===== src/chpi_pkg.sv =====
package chpi_pkg;

	localparam int TABLE_SLOTS_DEF = 256;
	localparam int NAME_BYTES_DEF = 8;
	localparam int TYPE_BYTES_DEF = 3;
	localparam logic [3:0] SIZE_LOG2_RESET = 4'd4;
	localparam logic [31:0] CRC_POLY = 32'hEDB88320;

	localparam logic REQ_LOOKUP = 1'b0;
	localparam logic REQ_INSERT = 1'b1;
	localparam logic KEY_NAME = 1'b0;
	localparam logic KEY_ID = 1'b1;

	localparam logic [0:0] REG_SIZE_LOG2 = 1'b0;

	typedef struct packed {
		logic        req_type;
		logic        key_kind;
		logic [23:0] type_chars;
		logic [1:0]  type_len;
		logic [63:0] name_chars;
		logic [3:0]  name_len;
		logic [31:0] res_id;
		logic [7:0]  entry_index;
	} req_t;

	typedef struct packed {
		logic       found;
		logic [7:0] slot;
		logic [7:0] found_entry;
		logic       table_full;
	} rsp_t;

	// Controller to datapath.
	typedef struct packed {
		logic load;
		logic crc_step;
		logic probe_start;
		logic probe_next;
		logic finish;
	} cmd_t;

	// Datapath to controller.
	typedef struct packed {
		logic crc_last;
		logic rd_hit;
		logic wrapped;
	} stat_t;

	function automatic logic [31:0] crc_byte(input logic [31:0] c, input logic [7:0] b);
		logic [31:0] v;
		v = c ^ {24'd0, b};
		for (int k = 0; k < 8; k++) begin
			v = v[0] ? ((v >> 1) ^ CRC_POLY) : (v >> 1);
		end
		return v;
	endfunction

endpackage


===== src/chpi_ctrl.sv =====
module chpi_ctrl (
	input  logic           clk,
	input  logic           arst_n,
	input  logic           start,
	output logic           busy,
	output chpi_pkg::cmd_t cmd,
	input  chpi_pkg::stat_t stat
);
	import chpi_pkg::*;

	typedef enum logic [2:0] {ST_IDLE, ST_CRC, ST_HOME, ST_READ, ST_CHECK, ST_DONE} state_t;
	state_t state_q;

	always_comb begin
		cmd = '0;
		cmd.load = (state_q == ST_IDLE) && start;
		cmd.crc_step = (state_q == ST_CRC);
		cmd.probe_start = (state_q == ST_HOME);
		cmd.probe_next = (state_q == ST_CHECK) && !stat.rd_hit && !stat.wrapped;
		cmd.finish = (state_q == ST_CHECK) && (stat.rd_hit || stat.wrapped);
	end

	assign busy = (state_q != ST_IDLE);

	always_ff @(posedge clk or negedge arst_n) begin
		if (!arst_n) begin
			state_q <= ST_IDLE;
		end else begin
			case (state_q)
				ST_IDLE: if (start) state_q <= ST_CRC;
				ST_CRC: if (stat.crc_last) state_q <= ST_HOME;
				ST_HOME: state_q <= ST_READ;
				ST_READ: state_q <= ST_CHECK;
				ST_CHECK: begin
					if (stat.rd_hit || stat.wrapped) state_q <= ST_DONE;
					else state_q <= ST_READ;
				end
				ST_DONE: state_q <= ST_IDLE;
				default: state_q <= ST_IDLE;
			endcase
		end
	end
endmodule


===== config.mk =====
export PLATFORM = sky130hd
export DESIGN_NAME = chpi_ctrl
export DESIGN_NICKNAME = d
export VERILOG_FILES = /design/src/chpi_pkg.sv /design/src/chpi_ctrl.sv
export SDC_FILE = /design/constraint.sdc
export NUM_CORES = 1
export LEC_CHECK = 0
export ABC_CLOCK_PERIOD_IN_PS = 2670
export BUFFER_PORTS_ARGS = -buffer_cell sky130_fd_sc_hd__buf_2
export CORE_AREA = 2 2 39 41
export DETAILED_ROUTE_END_ITERATION = 6
export DIE_AREA = 0 0 41 43
export GPL_ROUTABILITY_DRIVEN = 0
export HOLD_SLACK_MARGIN = 0.1
export PLACE_DENSITY_LB_ADDON = 0.15
export REMOVE_ABC_BUFFERS = 1
export SYNTH_ARGS = -nofsm -noshare
export SYNTH_HDL_FRONTEND = slang
export SYNTH_SLANG_ARGS = --single-unit

===== constraint.sdc =====
create_clock -name clk -period 2.67 [get_ports clk]
set_input_delay 0.534 -clock clk [delete_from_list [all_inputs] [get_ports clk]]
set_output_delay 0.534 -clock clk [all_outputs]
set_load 0.01 [all_outputs]

==> results of run 1 <==
[cells by family (layout without fill, tap and decap cells)]
family                 count (synthesis)  count (layout)  share of synthesized area, %
and+or+nand+nor                       10              10                          33.6
buffers and inverters                  4              20                          8.22
AOI/OAI and AO/OA                      4               4                          17.1
DFF                                    3               3                          41.1
[worst max-delay path, cell delays in order]
cell and delay [ns]:
buf_2 0.10, nor2_1 0.22, nand3_1 0.14, inv_1 0.07
buf_2 0.12
[metrics by stage]
step | total power, mW | hold slack, ns | cell area, um^2
after CTS | 0.344 | 0.586 | 294
final | 0.335 | 0.581 | 294
after global routing | 0.373 | 0.590 | 294
after global placement | 0.258 | 0.327 | 258
after detailed placement | 0.257 | 0.330 | 258
after floorplan | 0.198 | 0.238 | 183
[cell usage in the layout (no fill, tap or decap)]
cell type      netlist  final
clkbuf_4             0      3
and3_1               1      1
dfrtp_1              3      3
nor4_4               1      1
inv_2                1      1
nand2_1              2      2
o21ai_0              1      1
dlygate4sd3_1        0      1
nor2_1               4      4
o311ai_0             2      2
inv_1                3      3
clkbuf_1             0      1
nand2b_1             1      1
buf_2                0     11
a31o_2               1      1
nand3_1              1      1
[cell type report]
| cell class | instances | area (um^2) | area share (%) |
|---|---|---|---|
| multi-input combinational | 14 | 92.6 | 31.5 |
| sequential | 3 | 75.1 | 25.5 |
| timing repair buffer | 12 | 65.1 | 22.1 |
| clock buffer | 4 | 26.3 | 8.94 |
| tap | 16 | 20.0 | 6.81 |
| inverter | 4 | 15.0 | 5.11 |
[power groups by stage]
stage	registers (mW)	clock network, mW	logic [mW]
4_1_cts	0.106	0.0851	0.153
5_1_grt	0.110	0.0915	0.172
3_3_place_gp	0.106	0	0.152
6_report	0.105	0.0809	0.149
3_5_place_dp	0.106	0	0.151
2_1_floorplan	0.0984	0	0.0999
[worst max-delay path by stage]
stage,from,endpoint,slack [ns],cells past startpoint
2_1_floorplan,stat[0],cmd[1],1.19,3
3_3_place_gp,stat[0],cmd[1],0.95,5
3_5_place_dp,stat[0],cmd[1],0.94,5
4_1_cts,state_q[1]$_DFFE_PN0P_,cmd[1],0.94,4
5_1_grt,state_q[1]$_DFFE_PN0P_,cmd[1],0.81,4
6_report,stat[0],cmd[1],0.96,5
[metal layers]
layer / share of wire, % / track usage [%]
met5: 0 / 0
met1: 39 / 6.17
met4: 0 / 4.00
met3: 7.3 / 6.28
met2: 54 / 10.0
[repair_timing]
item,4_1_cts,5_1_grt
endpoints found under the hold margin,3,0
resized for setup,0,0
hold buffers,1,0
==> reports/qor.yml, run 1 <==
synthArstFlopShare_pct: 100
synth_cell_types: 12
cts_tree: "built"
drtAntennaViolNets: 0
hold_viol: 0
clock-sinks: 3
rows: 14
power_frac_clock_pct: 24.2
firstDrtPassIters: 2
cp.arrival_ns: 1.18
n_antenna_cell: 0
dp_cells: 48
antenna_found_initial: 0
fin_crit_sh_pct: 64.1
holdCritStartpoint: "stat[2]"
synth_edf_count: 0
switchingPower_mw: 0.143
period_minus_slack_ns: 1.71
seq_area_frac_synth_pct: 41.1
htreeDepth: 1
post-cts-setup-buffers: 0
cts-root-buf: "clkbuf_4"
worstPathMaxFanout: 2
p_seq_share_pct: 31.5
wl_per_cell_um: 8.75
synth_ff_type: "dfrtp_1"
timing.rr.start: "state_q[1]$_DFFE_PN0P_"
synth_top_area_cell: "dfrtp_1"
yosysMostFrequentCell: "nor2_1"
grt_first_pass_wirelength_um: 738
setup_tns_ns: 0
cp.required_ns: 2.14
place_ws_ns: 0.944
synthTopCellsByCount: "nor2_1 (4), dfrtp_1 (3), inv_1 (3)"
hold_path.class: "in -> reg"
die_area_mm2: 0.00176
grt_use_total_pct: 6.95
min_path_cells: 2
r2r_end: "state_q[1]$_DFFE_PN0P_"
clock_latency_ns: 0.23
largest_register: "state_q"
cp-start-kind: "input pin"
start_util_pct: 13.2
reg.largest.list: "state_q (3)"
path_class: "in -> out"
reg2reg_slack_ns: 1.56
vias_per_cell: 3.87
power.density_mw_per_mm2: 1140
switching_share_pct: 42.8
cts_inserted_buffers: 3
fin_nets: 44
intPower_mw: 0.192
fin_util_pct: 21.2
vias: 205
power_leakage_nw: 0.163
fillers: 173
drive_gt1_share_pct: 45.9
syn_to_final_growth_pct: 61.0
fin_ws_ns: 0.959
ys_warn_count: 0
synth_area_um2: 183
synth_top_cell_area_share_pct: 41.1
slew_headroom_pct: 76.0
slew_viol_final: 0
io_buffers: 11
routed_wl_um: 464
synth.area.top_cells: "dfrtp_1 (41%), nor4_4 (12%), o311ai_0 (9.6%), nor2_1 (8.2%), inv_1 (6.2%)"
holdPathEnd: "state_q[0]$_DFFE_PN0P_"
clk_pin_slew_ns: 0.04
grt_start_max_net_pins: 8
ir_worst_vdd_uv: 330
worst_r2r_path_depth: 2
ioPinCount: 12
die_y_um: 43
fmax_mhz: 584
cts_buffer_depth: 2
drc: 0
worst_pin_slew_ns: 0.355
rsz0062_at_grt: "false"
largest_reg_flops: 3
endpoint_kind: "primary output"
grt_pass1_vias: 198
die-width_um: 41
grt.overflow.total: 0
status: "finished, final reports clean"
syn_inst: 21
combPwrFrac_pct: 44.4
setup_viol: 0
core-area_mm2: 0.00138
hpwlAfterDp_um: 377
ys_ff_latch: 3
maxCapViolCount: 0
final_cells: 53
fin_skew_ns: 0.00293
first_iter_violations: 4
avgSynthCellArea_um2: 8.70
No activity file was read; power rests on OpenSTA's default activity.
==> run 2: changes to the inputs <==
--- a/config.mk
+++ b/config.mk
@@ -5,7 +5,8 @@
 export SDC_FILE = /design/constraint.sdc
 export NUM_CORES = 1
 export LEC_CHECK = 0
-export ABC_CLOCK_PERIOD_IN_PS = 2670
+export ABC_AREA = 1
+export ABC_CLOCK_PERIOD_IN_PS = 1700
 export BUFFER_PORTS_ARGS = -buffer_cell sky130_fd_sc_hd__buf_2
 export CORE_AREA = 2 2 39 41
 export DETAILED_ROUTE_END_ITERATION = 6
==> constraint.sdc (replaced) <==
create_clock -name clk -period 1.7 [get_ports clk]
set_input_delay 0.34 -clock clk [delete_from_list [all_inputs] [get_ports clk]]
set_output_delay 0.34 -clock clk [all_outputs]
set_load 0.01 [all_outputs]
==> run 2 against run 1 <==
Effect of this change: synthesized area grew 12%; clock-buffer cell count is the same; register-to-register slack worse by 0.83 ns; highest routed layer is now met4.
==> reports/qor.yml, run 2 <==
n_antenna_cell: 0
antenna_found_initial: 0
setup_viol: 0
grt_start_max_net_pins: 8
start_util_pct: 14.7
fin_nets: 54
most-common-layout-cells: "buf_2 (11), inv_1 (8), nor2_1 (5)"
endpoint_kind: "primary output"
routed_wl_um: 459
hold_viol: 0
cts_buffer_depth: 2
seq_area_frac_synth_pct: 36.8
first_iter_violations: 2
maxCapViolCount: 0
fmax_mhz: 680
reg.largest.list: "state_q (3)"
grt_use_total_pct: 7.25
htreeDepth: 1
holdPathEnd: "state_q[2]$_DFFE_PN0P_"
reg2reg_slack_ns: 0.73
synth.area.top_cells: "dfrtp_1 (37%), inv_1 (15%), nand3_1 (9.8%), nor2_1 (9.2%), nand2_1 (5.5%)"
io_buffers: 11
avgSynthCellArea_um2: 6.58
status: "finished, final reports clean"
ioPinCount: 12
fin_skew_ns: 0.00161
ys_ff_latch: 3
wl_per_cell_um: 7.29
synth_ff_type: "dfrtp_1"
grt_first_pass_wirelength_um: 759
hold_path.class: "in -> reg"
firstDrtPassIters: 2
die_y_um: 43
vias: 231
final_area_um2: 315
setup_tns_ns: 0
largest_reg_flops: 3
clk_pin_slew_ns: 0.04
synth_cell_types: 12
cts-root-buf: "clkbuf_4"
grt.overflow.total: 0
worst_pin_slew_ns: 0.175
synthArstFlopShare_pct: 100
final_common_cell: "buf_2"
hpwlAfterDp_um: 374
fin_crit_sh_pct: 86.6
power.density_mw_per_mm2: 1610
syn_inst: 31
cp-start-kind: "flop"
synth_top_cell_area_share_pct: 36.8
min_path_cells: 3
post-cts-setup-buffers: 0
worstPathMaxFanout: 4
ys_warn_count: 0
synth_area_um2: 204
worst_r2r_path_depth: 5
drc: 0
slew_headroom_pct: 88.3
timing.rr.start: "state_q[1]$_DFFE_PN0P_"
critPathSlowestCell: "dfrtp_1"
yosysMostFrequentCell: "inv_1"
synth_top_area_cell: "dfrtp_1"
vias_per_cell: 3.67
largest_register: "state_q"
place_area_um2: 279
worstPathCellList: "nor2_2 -> nand2_2 -> nor2_1 -> buf_2"
holdCritStartpoint: "stat[1]"
core-area_mm2: 0.00138
synth_edf_count: 0
rows: 14
drive_gt1_share_pct: 38.3
rsz0062_at_grt: "false"
r2r_end: "state_q[1]$_DFFE_PN0P_"
synthTopCellsByCount: "inv_1 (8), nor2_1 (5), nand3_1 (4)"
die_area_mm2: 0.00176
drtAntennaViolNets: 0
max_stage_delay_ns: 0.41
ir_worst_vdd_uv: 467
period_minus_slack_ns: 1.47
grt_pass1_vias: 216
path_class: "reg -> out"
cp.arrival_ns: 1.13
die-width_um: 41
clock-sinks: 3
cts_inserted_buffers: 3
power_leakage_nw: 0.195
cp.required_ns: 1.36
syn_to_final_growth_pct: 54.6
cts_tree: "built"
clock_latency_ns: 0.23
slew_viol_final: 0
-- run 2: cell count changes after synthesis, moves of 2 or more --
cell,delta
inv_1,+5
nand3_1,+3
o21ai_1,+2
o311ai_0,-2
-- run 2: cell families (layout without fill, tap and decap cells) --
group	Yosys count	in the layout	synth area share, %
buffers and inverters	9	25	16.6
AO/OA/AOI/OAI	3	3	7.36
flip-flops	3	3	36.8
AND/OR/NAND/NOR	16	16	39.3
-- run 2: per-layer routing --
| layer | routed length (um) | GRT usage [%] | up-vias |
|---|---|---|---|
| met3 | 20 | 3.14 | 2 |
| met5 | 0 | 0 | - |
| met2 | 233 | 9.06 | 6 |
| met4 | 14 | 10.0 | 0 |
| li1 | - | - | 127 |
| met1 | 190 | 7.14 | 96 |
-- run 2: repair_timing --
item,4_1_cts,5_1_grt
hold buffers,1,0
gates resized for setup,0,0
endpoints found under the hold margin,3,0
-- run 2: layout make-up --
cell class	instances	area, um^2
fillers	168	1070
multi-input cells	19	95.1
flip-flops and latches	3	75.1
repair buffers	12	65.1
inverters	9	33.8
clock buffers	4	26.3
well taps	16	20.0
-- run 2: worst max-delay path by stage --
stage,from,to,slack (ns)
6_report,state_q[1]$_DFFE_PN0P_,cmd[0],0.23
5_1_grt,state_q[1]$_DFFE_PN0P_,cmd[0],0.14
4_1_cts,state_q[1]$_DFFE_PN0P_,cmd[0],0.20
3_5_place_dp,stat[0],cmd[1],0.43
3_3_place_gp,stat[0],cmd[1],0.41
2_1_floorplan,state_q[1]$_DFFE_PN0P_,cmd[4],0.51
-- run 2: through the flow --
stage | hold WS (ns) | total power [mW] | utilization, % | instances | setup WS [ns]
6_report | 0.403 | 0.508 | 22.8 | 63 | 0.229
5_1_grt | 0.413 | 0.571 | 22.8 | 63 | 0.141
4_1_cts | 0.406 | 0.523 | 22.8 | 63 | 0.204
3_5_place_dp | 0.137 | 0.388 | 20.2 | 58 | 0.428
3_3_place_gp | 0.140 | 0.393 | 20.2 | 58 | 0.415
2_1_floorplan | 0.0444 | 0.302 | - | 31 | 0.515
-- run 2: critical path, delay by kind of cell, from the launching register on --
family	cells	cell delay (ns)
simple gates	3	0.36
flops	1	0.41
buf+inv	1	0.13
-- run 2: power breakdown --
group / switching (mW) / internal [mW]
Combinational: 0.146 / 0.0971
Clock: 0.0381 / 0.0880
Sequential: 0.0359 / 0.102
Total: 0.220 / 0.288
